`src/hw/rtl/lrupr_pkg.sv`:
```
`timescale 1ns / 1ps

package lrupr_pkg;

  localparam int FRAMES  = 8;
  localparam int IDX_W   = (FRAMES > 1) ? $clog2(FRAMES) : 1;
  localparam int CNT_W   = $clog2(FRAMES + 1);
  localparam int RANK_W  = IDX_W;
  localparam int PAGE_W  = 16;
  localparam int NUM_W   = 4;
  localparam int FAULT_W = 16;
  localparam int FI_W    = 3;
  localparam int CMP_W   = (CNT_W > NUM_W) ? CNT_W : NUM_W;

  localparam int PADDR_W = 3;
  localparam int PDATA_W = 32;
  localparam int REG_W   = PADDR_W - 2;

  localparam logic [REG_W-1:0] REG_NUM_FRAMES = REG_W'(0);
  localparam logic [NUM_W-1:0] NUM_FRAMES_RST = NUM_W'(8);

  typedef struct packed {
    logic [PAGE_W-1:0] page;
    logic [RANK_W-1:0] rank;
  } entry_t;

  typedef struct packed {
    logic             rd_en;
    logic [IDX_W-1:0] rd_addr;
    logic             wr_en;
    logic [IDX_W-1:0] wr_addr;
    entry_t           wr_data;
  } ram_req_t;

endpackage

```
`src/hw/rtl/lrupr_req_if.sv`:
```
`timescale 1ns / 1ps

interface lrupr_req_if;
  logic                          valid;
  logic                          ready;
  logic [lrupr_pkg::PAGE_W-1:0]  page;
  logic                          last_ref;

  modport source (output valid, page, last_ref, input ready);
  modport sink (input valid, page, last_ref, output ready);
endinterface

```
`src/hw/rtl/lrupr_rsp_if.sv`:
```
`timescale 1ns / 1ps

interface lrupr_rsp_if;
  logic                           valid;
  logic                           ready;
  logic                           hit;
  logic                           fault;
  logic [lrupr_pkg::FI_W-1:0]     frame_index;
  logic                           evicted_valid;
  logic [lrupr_pkg::PAGE_W-1:0]   evicted_page;
  logic [lrupr_pkg::FAULT_W-1:0]  fault_total;
  logic                           string_end;

  modport source (
    output valid, hit, fault, frame_index, evicted_valid, evicted_page, fault_total,
           string_end,
    input  ready
  );
  modport sink (
    input  valid, hit, fault, frame_index, evicted_valid, evicted_page, fault_total,
           string_end,
    output ready
  );
endinterface

```
`src/hw/rtl/lrupr_frame_ram.sv`:
```
`timescale 1ns / 1ps

module lrupr_frame_ram (
  input  logic                clk_i,
  input  lrupr_pkg::ram_req_t req_i,
  output lrupr_pkg::entry_t   rd_data_o
);

  lrupr_pkg::entry_t mem_q [lrupr_pkg::FRAMES];

  always_ff @(posedge clk_i) begin
    if (req_i.wr_en) begin
      mem_q[req_i.wr_addr] <= req_i.wr_data;
    end
    if (req_i.rd_en) begin
      rd_data_o <= mem_q[req_i.rd_addr];
    end
  end

endmodule

```
`src/hw/rtl/lru_page_replacement.sv`:
```
`timescale 1ns / 1ps

// LRU page replacement over a fully associative frame store. Each accepted word
// is one page reference and yields exactly one result word: hit or fault, the
// frame now holding the page, the evicted page if any, and the saturating fault
// total of the current string. Pages and recency ranks live in a synchronous
// frame memory with one read port and one write port; valid bits, the fill
// count and the fault counter are flops. Each item makes two passes over the
// active frames: one pass reads every active frame to find the match and the
// oldest frame, a second pass reads, ages and writes back each frame, both at
// one frame per cycle through the memory port. A finished result sits in an
// output register, so the next reference is taken while it waits. num_frames
// is set over APB at byte address 0; 0 acts as 1 and values above the frame
// count act as the frame count. A reference flagged last_ref clears all string
// state after its result.

module lru_page_replacement (
  input  logic                                clk_i,
  input  logic                                rst_ni,
  lrupr_req_if.sink                           req_i,
  lrupr_rsp_if.source                         rsp_o,
  input  logic                                psel,
  input  logic                                penable,
  input  logic                                pwrite,
  input  logic [lrupr_pkg::PADDR_W-1:0]       paddr,
  input  logic [lrupr_pkg::PDATA_W-1:0]       pwdata,
  output logic [lrupr_pkg::PDATA_W-1:0]       prdata,
  output logic                                pready
);

  typedef enum logic [3:0] {
    S_IDLE = 4'b0001,
    S_SCAN = 4'b0010,
    S_UPD  = 4'b0100,
    S_DONE = 4'b1000
  } state_e;

  state_e state_q, state_d;

  logic [lrupr_pkg::CNT_W-1:0]   cnt_q, cnt_d;
  logic                          rd_vld_q, rd_vld_d;
  logic [lrupr_pkg::IDX_W-1:0]   rd_idx_q, rd_idx_d;
  logic [lrupr_pkg::PAGE_W-1:0]  page_q;
  logic                          last_q;
  logic                          match_q, match_d;
  logic [lrupr_pkg::IDX_W-1:0]   match_idx_q, match_idx_d;
  logic [lrupr_pkg::RANK_W-1:0]  match_rank_q, match_rank_d;
  logic [lrupr_pkg::IDX_W-1:0]   best_idx_q, best_idx_d;
  logic [lrupr_pkg::RANK_W-1:0]  best_rank_q, best_rank_d;
  logic [lrupr_pkg::PAGE_W-1:0]  best_page_q, best_page_d;
  logic [lrupr_pkg::FRAMES-1:0]  valid_q;
  logic [lrupr_pkg::CNT_W-1:0]   filled_q;
  logic [lrupr_pkg::FAULT_W-1:0] fault_q;
  logic [lrupr_pkg::NUM_W-1:0]   num_frames_q;

  logic                          res_valid_q;
  logic                          res_hit_q;
  logic [lrupr_pkg::FI_W-1:0]    res_fi_q;
  logic                          res_ev_q;
  logic [lrupr_pkg::PAGE_W-1:0]  res_evp_q;
  logic [lrupr_pkg::FAULT_W-1:0] res_ft_q;
  logic                          res_end_q;

  logic [lrupr_pkg::CMP_W-1:0]   num_ext;
  logic [lrupr_pkg::CNT_W-1:0]   act;
  logic                          issue;
  logic                          rd_valid_bit;
  logic                          miss;
  logic                          fill;
  logic                          evict;
  logic [lrupr_pkg::IDX_W-1:0]   sel_idx;
  logic [lrupr_pkg::RANK_W-1:0]  sel_rank;
  logic [lrupr_pkg::FAULT_W-1:0] fault_nxt;
  logic                          load;
  logic                          accept;
  logic                          cfg_sel;
  logic                          cfg_wr;

  lrupr_pkg::ram_req_t ram_req;
  lrupr_pkg::entry_t   rd_data;
  lrupr_pkg::entry_t   upd_entry;

  lrupr_frame_ram u_frame_ram (
    .clk_i     (clk_i),
    .req_i     (ram_req),
    .rd_data_o (rd_data)
  );

  // active frame count with clamping
  assign num_ext = lrupr_pkg::CMP_W'(num_frames_q);
  always_comb begin
    priority if (num_frames_q == '0) begin
      act = lrupr_pkg::CNT_W'(1);
    end else if (num_ext > lrupr_pkg::CMP_W'(lrupr_pkg::FRAMES)) begin
      act = lrupr_pkg::CNT_W'(lrupr_pkg::FRAMES);
    end else begin
      act = lrupr_pkg::CNT_W'(num_ext);
    end
  end

  assign issue        = (cnt_q < act);
  assign rd_valid_bit = valid_q[rd_idx_q];
  assign miss         = !match_q;
  assign fill         = miss && (filled_q < act);
  assign evict        = miss && !fill;
  assign sel_idx      = match_q ? match_idx_q :
                        fill    ? filled_q[lrupr_pkg::IDX_W-1:0] : best_idx_q;
  assign sel_rank     = match_q ? match_rank_q : best_rank_q;
  assign fault_nxt    = !miss ? fault_q :
                        (fault_q == '1) ? fault_q : fault_q + lrupr_pkg::FAULT_W'(1);

  assign accept = req_i.valid && req_i.ready;
  assign load   = (state_q == S_DONE) && (!res_valid_q || rsp_o.ready);

  // aging of one frame in the write-back pass
  always_comb begin
    upd_entry = rd_data;
    if (rd_idx_q == sel_idx) begin
      upd_entry.rank = '0;
      if (miss) begin
        upd_entry.page = page_q;
      end
    end else if (rd_valid_bit) begin
      if (fill) begin
        if (rd_data.rank != '1) begin
          upd_entry.rank = rd_data.rank + lrupr_pkg::RANK_W'(1);
        end
      end else if (rd_data.rank < sel_rank) begin
        upd_entry.rank = rd_data.rank + lrupr_pkg::RANK_W'(1);
      end
    end
  end

  always_comb begin
    state_d      = state_q;
    cnt_d        = cnt_q;
    rd_vld_d     = 1'b0;
    rd_idx_d     = rd_idx_q;
    match_d      = match_q;
    match_idx_d  = match_idx_q;
    match_rank_d = match_rank_q;
    best_idx_d   = best_idx_q;
    best_rank_d  = best_rank_q;
    best_page_d  = best_page_q;

    ram_req.rd_en   = 1'b0;
    ram_req.rd_addr = cnt_q[lrupr_pkg::IDX_W-1:0];
    ram_req.wr_en   = 1'b0;
    ram_req.wr_addr = rd_idx_q;
    ram_req.wr_data = upd_entry;

    unique case (state_q)
      S_IDLE: begin
        if (req_i.valid) begin
          state_d     = S_SCAN;
          cnt_d       = '0;
          match_d     = 1'b0;
          best_idx_d  = '0;
          best_rank_d = '0;
        end
      end
      S_SCAN: begin
        if (issue) begin
          ram_req.rd_en = 1'b1;
          rd_vld_d      = 1'b1;
          rd_idx_d      = cnt_q[lrupr_pkg::IDX_W-1:0];
          cnt_d         = cnt_q + lrupr_pkg::CNT_W'(1);
        end else begin
          state_d = S_UPD;
          cnt_d   = '0;
        end
        if (rd_vld_q && rd_valid_bit) begin
          if (!match_q && (rd_data.page == page_q)) begin
            match_d      = 1'b1;
            match_idx_d  = rd_idx_q;
            match_rank_d = rd_data.rank;
          end
          if ((rd_data.rank > best_rank_q) || (rd_idx_q == '0)) begin
            best_idx_d  = rd_idx_q;
            best_rank_d = rd_data.rank;
            best_page_d = rd_data.page;
          end
        end
      end
      S_UPD: begin
        if (issue) begin
          ram_req.rd_en = 1'b1;
          rd_vld_d      = 1'b1;
          rd_idx_d      = cnt_q[lrupr_pkg::IDX_W-1:0];
          cnt_d         = cnt_q + lrupr_pkg::CNT_W'(1);
        end else begin
          state_d = S_DONE;
        end
        if (rd_vld_q) begin
          ram_req.wr_en = 1'b1;
        end
      end
      S_DONE: begin
        if (load) begin
          state_d = S_IDLE;
        end
      end
      default: begin
        state_d = S_IDLE;
      end
    endcase
  end

  always_ff @(posedge clk_i or negedge rst_ni) begin
    if (!rst_ni) begin
      state_q     <= S_IDLE;
      cnt_q       <= '0;
      rd_vld_q    <= 1'b0;
      match_q     <= 1'b0;
      valid_q     <= '0;
      filled_q    <= '0;
      fault_q     <= '0;
      res_valid_q <= 1'b0;
    end else begin
      state_q  <= state_d;
      cnt_q    <= cnt_d;
      rd_vld_q <= rd_vld_d;
      match_q  <= match_d;
      if (load) begin
        res_valid_q <= 1'b1;
        if (last_q) begin
          valid_q  <= '0;
          filled_q <= '0;
          fault_q  <= '0;
        end else begin
          fault_q <= fault_nxt;
          if (miss) begin
            valid_q[sel_idx] <= 1'b1;
          end
          if (fill) begin
            filled_q <= filled_q + lrupr_pkg::CNT_W'(1);
          end
        end
      end else if (rsp_o.ready) begin
        res_valid_q <= 1'b0;
      end
    end
  end

  always_ff @(posedge clk_i) begin
    rd_idx_q     <= rd_idx_d;
    match_idx_q  <= match_idx_d;
    match_rank_q <= match_rank_d;
    best_idx_q   <= best_idx_d;
    best_rank_q  <= best_rank_d;
    best_page_q  <= best_page_d;
    if (accept) begin
      page_q <= req_i.page;
      last_q <= req_i.last_ref;
    end
    if (load) begin
      res_hit_q <= match_q;
      res_fi_q  <= lrupr_pkg::FI_W'(sel_idx);
      res_ev_q  <= evict;
      res_evp_q <= evict ? best_page_q : '0;
      res_ft_q  <= fault_nxt;
      res_end_q <= last_q;
    end
  end

  // configuration port
  assign cfg_sel = (paddr[lrupr_pkg::PADDR_W-1:2] == lrupr_pkg::REG_NUM_FRAMES);
  assign cfg_wr  = psel && penable && pwrite && cfg_sel;
  assign pready  = 1'b1;
  assign prdata  = cfg_sel ? lrupr_pkg::PDATA_W'(num_frames_q) : '0;

  always_ff @(posedge clk_i or negedge rst_ni) begin
    if (!rst_ni) begin
      num_frames_q <= lrupr_pkg::NUM_FRAMES_RST;
    end else if (cfg_wr) begin
      num_frames_q <= pwdata[lrupr_pkg::NUM_W-1:0];
    end
  end

  assign req_i.ready         = (state_q == S_IDLE);
  assign rsp_o.valid         = res_valid_q;
  assign rsp_o.hit           = res_hit_q;
  assign rsp_o.fault         = !res_hit_q;
  assign rsp_o.frame_index   = res_fi_q;
  assign rsp_o.evicted_valid = res_ev_q;
  assign rsp_o.evicted_page  = res_evp_q;
  assign rsp_o.fault_total   = res_ft_q;
  assign rsp_o.string_end    = res_end_q;

endmodule

```
`src/flat_wrapper.sv`:
```
// flat-port wrapper written by rule: the top's interface ports become plain ports
module lru_page_replacement_flat 
  (clk_i, rst_ni, psel, penable, pwrite, paddr, pwdata, prdata, pready, req_i_valid, req_i_page, req_i_last_ref, req_i_ready, rsp_o_valid, rsp_o_hit, rsp_o_fault, rsp_o_frame_index, rsp_o_evicted_valid, rsp_o_evicted_page, rsp_o_fault_total, rsp_o_string_end, rsp_o_ready);
  lrupr_req_if req_i_i ();
  lrupr_rsp_if rsp_o_i ();
  input  logic clk_i;
  input  logic rst_ni;
  input  logic psel;
  input  logic penable;
  input  logic pwrite;
  input  logic [lrupr_pkg::PADDR_W-1:0] paddr;
  input  logic [lrupr_pkg::PDATA_W-1:0] pwdata;
  output logic [lrupr_pkg::PDATA_W-1:0] prdata;
  output logic pready;
  input wire logic [$bits(req_i_i.valid)-1:0] req_i_valid;
  input wire logic [$bits(req_i_i.page)-1:0] req_i_page;
  input wire logic [$bits(req_i_i.last_ref)-1:0] req_i_last_ref;
  output wire logic [$bits(req_i_i.ready)-1:0] req_i_ready;
  output wire logic [$bits(rsp_o_i.valid)-1:0] rsp_o_valid;
  output wire logic [$bits(rsp_o_i.hit)-1:0] rsp_o_hit;
  output wire logic [$bits(rsp_o_i.fault)-1:0] rsp_o_fault;
  output wire logic [$bits(rsp_o_i.frame_index)-1:0] rsp_o_frame_index;
  output wire logic [$bits(rsp_o_i.evicted_valid)-1:0] rsp_o_evicted_valid;
  output wire logic [$bits(rsp_o_i.evicted_page)-1:0] rsp_o_evicted_page;
  output wire logic [$bits(rsp_o_i.fault_total)-1:0] rsp_o_fault_total;
  output wire logic [$bits(rsp_o_i.string_end)-1:0] rsp_o_string_end;
  input wire logic [$bits(rsp_o_i.ready)-1:0] rsp_o_ready;
  assign req_i_i.valid = req_i_valid;
  assign req_i_i.page = req_i_page;
  assign req_i_i.last_ref = req_i_last_ref;
  assign req_i_ready = req_i_i.ready;
  assign rsp_o_valid = rsp_o_i.valid;
  assign rsp_o_hit = rsp_o_i.hit;
  assign rsp_o_fault = rsp_o_i.fault;
  assign rsp_o_frame_index = rsp_o_i.frame_index;
  assign rsp_o_evicted_valid = rsp_o_i.evicted_valid;
  assign rsp_o_evicted_page = rsp_o_i.evicted_page;
  assign rsp_o_fault_total = rsp_o_i.fault_total;
  assign rsp_o_string_end = rsp_o_i.string_end;
  assign rsp_o_i.ready = rsp_o_ready;
  lru_page_replacement u_core (.clk_i(clk_i), .rst_ni(rst_ni), .req_i(req_i_i), .rsp_o(rsp_o_i), .psel(psel), .penable(penable), .pwrite(pwrite), .paddr(paddr), .pwdata(pwdata), .prdata(prdata), .pready(pready));
endmodule
```
`config.mk`:
```
export PLATFORM = sky130hd
export DESIGN_NAME = lru_page_replacement_flat
export DESIGN_NICKNAME = d
export VERILOG_FILES = /design/src/hw/rtl/lrupr_pkg.sv /design/src/hw/rtl/lrupr_req_if.sv /design/src/hw/rtl/lrupr_rsp_if.sv /design/src/hw/rtl/lrupr_frame_ram.sv /design/src/hw/rtl/lru_page_replacement.sv /design/src/flat_wrapper.sv
export SDC_FILE = /design/constraint.sdc
export NUM_CORES = 1
export LEC_CHECK = 0
export ABC_AREA = 1
export BUFFER_PORTS_ARGS = -buffer_cell sky130_fd_sc_hd__buf_2
export CAP_MARGIN = 20
export CORE_AREA = 2 2 184 186
export DETAILED_ROUTE_END_ITERATION = 8
export DIE_AREA = 0 0 186 188
export GPL_ROUTABILITY_DRIVEN = 0
export PLACE_DENSITY = 0.69
export SYNTH_ARGS = -nofsm -noshare
export SYNTH_HDL_FRONTEND = slang
export SYNTH_SLANG_ARGS = --single-unit
```
`constraint.sdc`:
```
create_clock -name clk_i -period 6.6 [get_ports clk_i]
set_input_delay 1.32 -clock clk_i [delete_from_list [all_inputs] [get_ports clk_i]]
set_output_delay 1.32 -clock clk_i [all_outputs]
set_load 0.01 [all_outputs]
```
### Word level (Yosys, flattened, before mapping)

Memories as Yosys holds them, arrays and structs flattened. A register that Yosys moved wholly into a read port is not among the register bits.
Index checks and enable logic that the tools add are counted.
W data, S select, Z words.

| storage, ports and cells | value |
|---|---|
| input port bits | 59 |
| logic and storage cells | 139 |
| output and inout bits | 74 |
| register bits after elaboration | 129 |
| bits in writable memories | 152 |
| memories | 1 |

| operators by class | value |
|---|---|
| equality and inequality tests | 17 |
| add/subtract/negate cells | 4 |
| muxes and demuxes | 52 |
| reduce and logical (&&, ||, !) cells | 32 |
| bitwise logic cells | 2 |
| magnitude comparators | 8 |

Memory list:

| name | depth | width | read ports | clocked after Yosys merged registers in | wr ports | RTL line | RTL |
|---|---|---|---|---|---|---|---|
| u_core.u_frame_ram.mem_q | 8 | 19 | 1 | 1 | 1 | lrupr_frame_ram.sv:9 | `lrupr_pkg::entry_t mem_q [lrupr_pkg::FRAMES];` |

Operators by type and width:

| cell | count |
|---|---|
| $mux W16 | 5 |
| $mux W4 | 12 |
| $mux W3 | 13 |
| $add A16 B1 Y16 const B | 1 |
| $eq A16 B16 Y1 | 1 |
| $eq A16 B16 Y1 const B | 1 |
| $mux W8 | 2 |
| $pmux W4 S4 | 1 |
| $mux W1 | 13 |
| $ne A2 B1 Y1 const B | 6 |
| $pmux W3 S2 | 2 |
| $pmux W4 S3 | 1 |
| $reduce_and A4 Y1 | 3 |
| $logic_and A1 B1 Y1 | 10 |
| $reduce_and A3 Y1 | 3 |
| $add A4 B1 Y4 const B | 2 |
| $lt A3 B4 Y1 const B | 2 |
| $lt A4 B4 Y1 | 2 |
| $or A8 B8 Y8 | 1 |
| $ne A2 B2 Y1 const B | 3 |
| $reduce_and A2 Y1 | 3 |
| $reduce_bool A2 Y1 | 3 |
| $eq A4 B1 Y1 const B | 1 |
| $eq A4 B2 Y1 const B | 1 |
| 19 further kinds | 23 |

### Logic depth before layout (Yosys ltp)

| depth | value |
|---|---|
| word-level depth | 14 |
| mapped depth | 15 |
| gate-level depth less buffers | 15 |

### Hierarchy

A second synthesis with hierarchy kept.

| unflattened totals | value |
|---|---|
| cells, all modules | 1390 |
| area, all modules | 13840.8 µm² |

Modules (own cells, without submodules):

| module | cells an instance | area each (µm²) | sequential area each (µm²) | times used |
|---|---|---|---|---|
| lrupr_frame_ram | 694 | 7268.2 | 5134.9 | 1 |
| lru_page_replacement | 696 | 6572.6 | 3661.0 | 1 |

### Least setup slack after synthesis

No wires, ideal clock.

| path | value |
|---|---|
| kind | flip-flop to flip-flop |
| start | reg u_core.state_q[1] |
| end | mem u_core.u_frame_ram.mem_q[1][0] (netlist name), enable pin |
| period minus slack after synthesis | 3.300 ns |
| stages on the path, launching flop included | 6 |
| data required time | 6.156 ns |
| setup time | 0.444 ns |
| buffers on the path | 0 |
| arrival | 2.857 ns |
| path slack | 3.300 ns |
| cell sequence | dfrtp_1 -> nor2_1 -> inv_1 -> nor3_2 -> nand2_1 -> nor4_1 |

| between the ends | value |
|---|---|
| cells in the longest elaborated chain, start to end | 4 |

Ends and longest elaborated chain:

| element | RTL line | RTL |
|---|---|---|
| from (decl) | lru_page_replacement.sv:38 | `state_e state_q, state_d;` |
| from (signal assigned) | lru_page_replacement.sv:220 | `state_q <= state_d;` |
| $eq A4 B3 Y1 | lru_page_replacement.sv:152 | `unique case (state_q)` |
| $mux W1 | lru_page_replacement.sv:152 |  |
| $mux W1 | lrupr_frame_ram.sv:12 | `if (req_i.wr_en) begin` |
| $mux W1 (not written as such) | lrupr_frame_ram.sv:13 | `mem_q[req_i.wr_addr] <= req_i.wr_data;` |
| to (decl) | lrupr_frame_ram.sv:9 |  |

No other way between the ends.

==> metrics <==
outcome=complete, no violations; Final Cycle Share=between 50% and 60%; Slew HR=a little over a third; global-route usage over all layers=15.98%; most common cell after layout, fill and taps aside=edfxtp_1; source of the worst hold timing path=u_core.filled_q[3]; clk_lat worst skew=around 0.55 ns; post-synthesis instance area=~13000 um^2; # nets final=between 1000 and 1500; Crit Path Class=flop to flop; cell area after placement=approximately 14000 um^2; number of fill cells in the layout=around 3000; Final Hold Violating Endpoints=0; actual slew at the worst max-slew pin=roughly 0.95 ns; worst flop-to-flop path endpoint=u_core.u_frame_ram.mem_q[6][12]; mean instance size in the synthesized netlist=11.08 um^2; asr flop ratio synth=14.33%; number of optimization iterations in the first detailed-route pass=7; GR Overflow Total=0; starting density of the core=39.57%; Post-Place Worst Slack=approximately 3.2 ns; top cells by area in the synthesized netlist=edfxtp_1, dfrtp_1, nor2_1; clock sink total=300; Resized cells post-CTS=0; P per Cell Area=419.8 nW/um^2; Post-synth EDFFs=257; Die Width=186 um; final routed DRC violation total=0; initial antenna violation count=0; final HPWL from detailed placement=between 15 and 20 mm; type of destination of the critical path=flop; Root Buffer Master=clkbuf_16; Synth Register Bits=300; number of buffers inserted for hold repair after clock tree synthesis=0; Final Routed Wirelength=about 28 mm; DIE AREA=34970 um^2; hold worst-path end=u_core.filled_q[3]; core utilization of the finished layout=approximately 45%; worst setup skew after layout=around 0.016 ns; number of buffers added on ports=73; CTS tree=yes; number of distinct standard cells referenced by the synthesized netlist=between 40 and 50; worst IR drop on VDD=approximately 0.21 mV; cell count of the worst reg-to-reg path=13; CTS clock-pin slew for the worst setup and hold paths=0.06 ns; critical path startpoint category=flop; most frequent cells in the layout=edfxtp_1, nor2_1, nand2_1; share of Yosys cell area claimed by the top area cell type=about 59%; CP Max Fanout=19; maximum number of pins on one net before global-route repair=80; LEAKAGE=about 5.8 nW; core outline area=around 33000 um^2; starting DRC count in detailed routing=between 700 and 800; Peak Freq=a little under 300 MHz; worst min path class=flop to flop; total of endpoints with negative setup slack in the final report=0; unrepaired setup endpoints after global routing=false; cell type with the largest total area after synthesis=edfxtp_1; sequential element share of the synthesized area=roughly 67%; first-pass GRT wire length=44.13 mm; final critical-path setup slack=about 3.2 ns; ANT nets after route=0; launch instance of the worst register-to-register path=u_core.num_ext[3]; area growth from synthesis to final layout=13.62%; Synth Warn #=0; layout cells sized above 1=14.35%; chip height=roughly 190 um; arrival time worst endpoint=around 3.6 ns; sequence of cells on the critical path=inv_1 > o21ai_0 > ha_1 > nand2_1 > nand2_2 > nand2_4 > nand4_1 > nand3_2 > nand2_1 > nand2_4 > nand3_4 > nand2_2 > nand2_1; aggregate negative setup slack=0 ns; Bufs on Longest Clock Path=3; Slew Limit Fails=0; # Post-CTS Setup Buffers=0; Mapped Cells=about 1200; via count=approximately 8800; number of global-route vias before repair=around 8400; n_diodes=0; DR vias/cell=between 5 and 6; row count=between 60 and 70; WL per Instance=16.25 um; clock period minus final worst setup slack=3.426 ns; # Max-Cap Violations=0; post-route cell area=roughly 15000 um^2; critical path's largest stage delay=~0.51 ns; CTS H-Tree Depth=1; CP max stage cell=dfstp_2; ports placed on the boundary=between 100 and 150; Critical Path Most Common Cell=nand2_1; clock buffer count from CTS=29; Worst Hold Path Cells=1; required time of the critical path=approximately 6.8 ns; primary flip-flop cell chosen by synthesis mapping=edfxtp_1; R2R setup slack=roughly 3.2 ns; WHS=roughly 0.48 ns
==> synthesized netlist by cell type, types with 2 or more instances <==
cell      number
nand2_1      135
nand3_1       28
nand3_2        6
inv_1        126
a31oi_1       19
nor4_1         8
nor2_2         2
ha_1          17
or2_2          5
dfstp_2        2
o21bai_1       2
nor2_1       200
o22ai_1       32
nand2_4        4
o21ai_0      121
nand4_1       27
buf_4         29
xor2_1        14
edfxtp_1     257
nand2_2       11
conb_1         2
inv_2          3
nor3_1         8
xnor2_1        4
clkbuf_1      33
dfrtp_1       41
a21oi_1       24
buf_2          8
==> where the power goes <==
part           switching (mW)  internal [mW]  total [mW]  leakage [nW]
Sequential              0.179           2.56        2.74          2.84
Combinational            1.35          0.550        1.90          2.54
Clock                   0.684          0.922        1.61         0.458
Total                    2.22           4.03        6.25          5.84
==> per-layer routing <==
| layer | wire [um] | up-vias | GRT usage [%] |
|---|---|---|---|
| li1 | - | 4176 | - |
| met1 | 11850 | 4228 | 20.46 |
| met2 | 14060 | 288 | 27.91 |
| met3 | 1407 | 62 | 1.845 |
| met4 | 801 | 0 | 5.572 |
| met5 | 0 | - | 0 |
==> registers in the layout (all words and copies together) (netlist names), 4 cells and up <==
name	flops
u_core.state_q	4
u_core.page_q	16
u_core.filled_q	4
u_core.rsp_o.fault_total	16
u_core.u_frame_ram.mem_q	152
u_core.fault_q	16
u_core.u_frame_ram.rd_data_o	19
u_core.cnt_q	4
u_core.num_ext	4
u_core.valid_q	8
u_core.rsp_o.evicted_page	16
u_core.best_page_q	16
==> worst max-delay path by stage <==
| stage | start | endpoint | slack (ns) | cells after the start |
|---|---|---|---|---|
| 2_1_floorplan | u_core.state_q[1] | u_core.u_frame_ram.mem_q[1][0] | 3.30 | 5 |
| 3_3_place_gp | u_core.num_ext[3] | u_core.u_frame_ram.mem_q[7][12] | 3.27 | 13 |
| 3_5_place_dp | u_core.num_ext[3] | u_core.u_frame_ram.mem_q[4][10] | 3.19 | 13 |
| 4_1_cts | u_core.num_ext[3] | u_core.u_frame_ram.mem_q[2][10] | 3.15 | 13 |
| 5_1_grt | u_core.num_ext[3] | u_core.u_frame_ram.mem_q[2][10] | 2.94 | 13 |
| 6_report | u_core.num_ext[3] | u_core.u_frame_ram.mem_q[6][12] | 3.17 | 13 |
==> through the flow <==
step / total power [mW] / instances
after floorplan: 4.114 / 1209
after global placement: 4.581 / 1675
after detailed placement: 4.653 / 1675
after CTS: 6.259 / 1728
after global routing: 6.624 / 1730
final: 6.249 / 1730
==> cells by family (layout without fill, tap and decap cells) <==
family          Yosys count  after routing  share of synthesized area, %
simple gates            439            439                         14.72
flops                   300            300                         67.14
compound gates          205            205                         8.509
buf+inv                 201            274                         6.752
xor+xnor                 18             18                         1.203
fa+ha+maj                17             17                         1.624
other cells               2             29                       0.05732
==> worst max-delay path: cells and delay by family (launching register included) <==
| family | cells | cell delay (ns) |
|---|---|---|
| DFF | 1 | 0.51 |
| and+or+nand+nor | 10 | 1.58 |
| buffers and inverters | 1 | 0.16 |
| AOI/OAI and AO/OA | 1 | 0.50 |
| adders and majority gates | 1 | 0.34 |
==> area by class of cell <==
cell class              instances  area (um^2)  share of cell area [%]
flip-flops and latches        300         8797                   59.10
multi-input cells             708         3576                   24.02
clock buffers                  33        740.7                   4.976
well taps                     448        560.5                   3.766
repair buffers                 92        548.0                   3.682
inverters                     129        484.2                   3.253
clock inverters                20        178.9                   1.202
No activity file was read; power rests on OpenSTA's default activity.
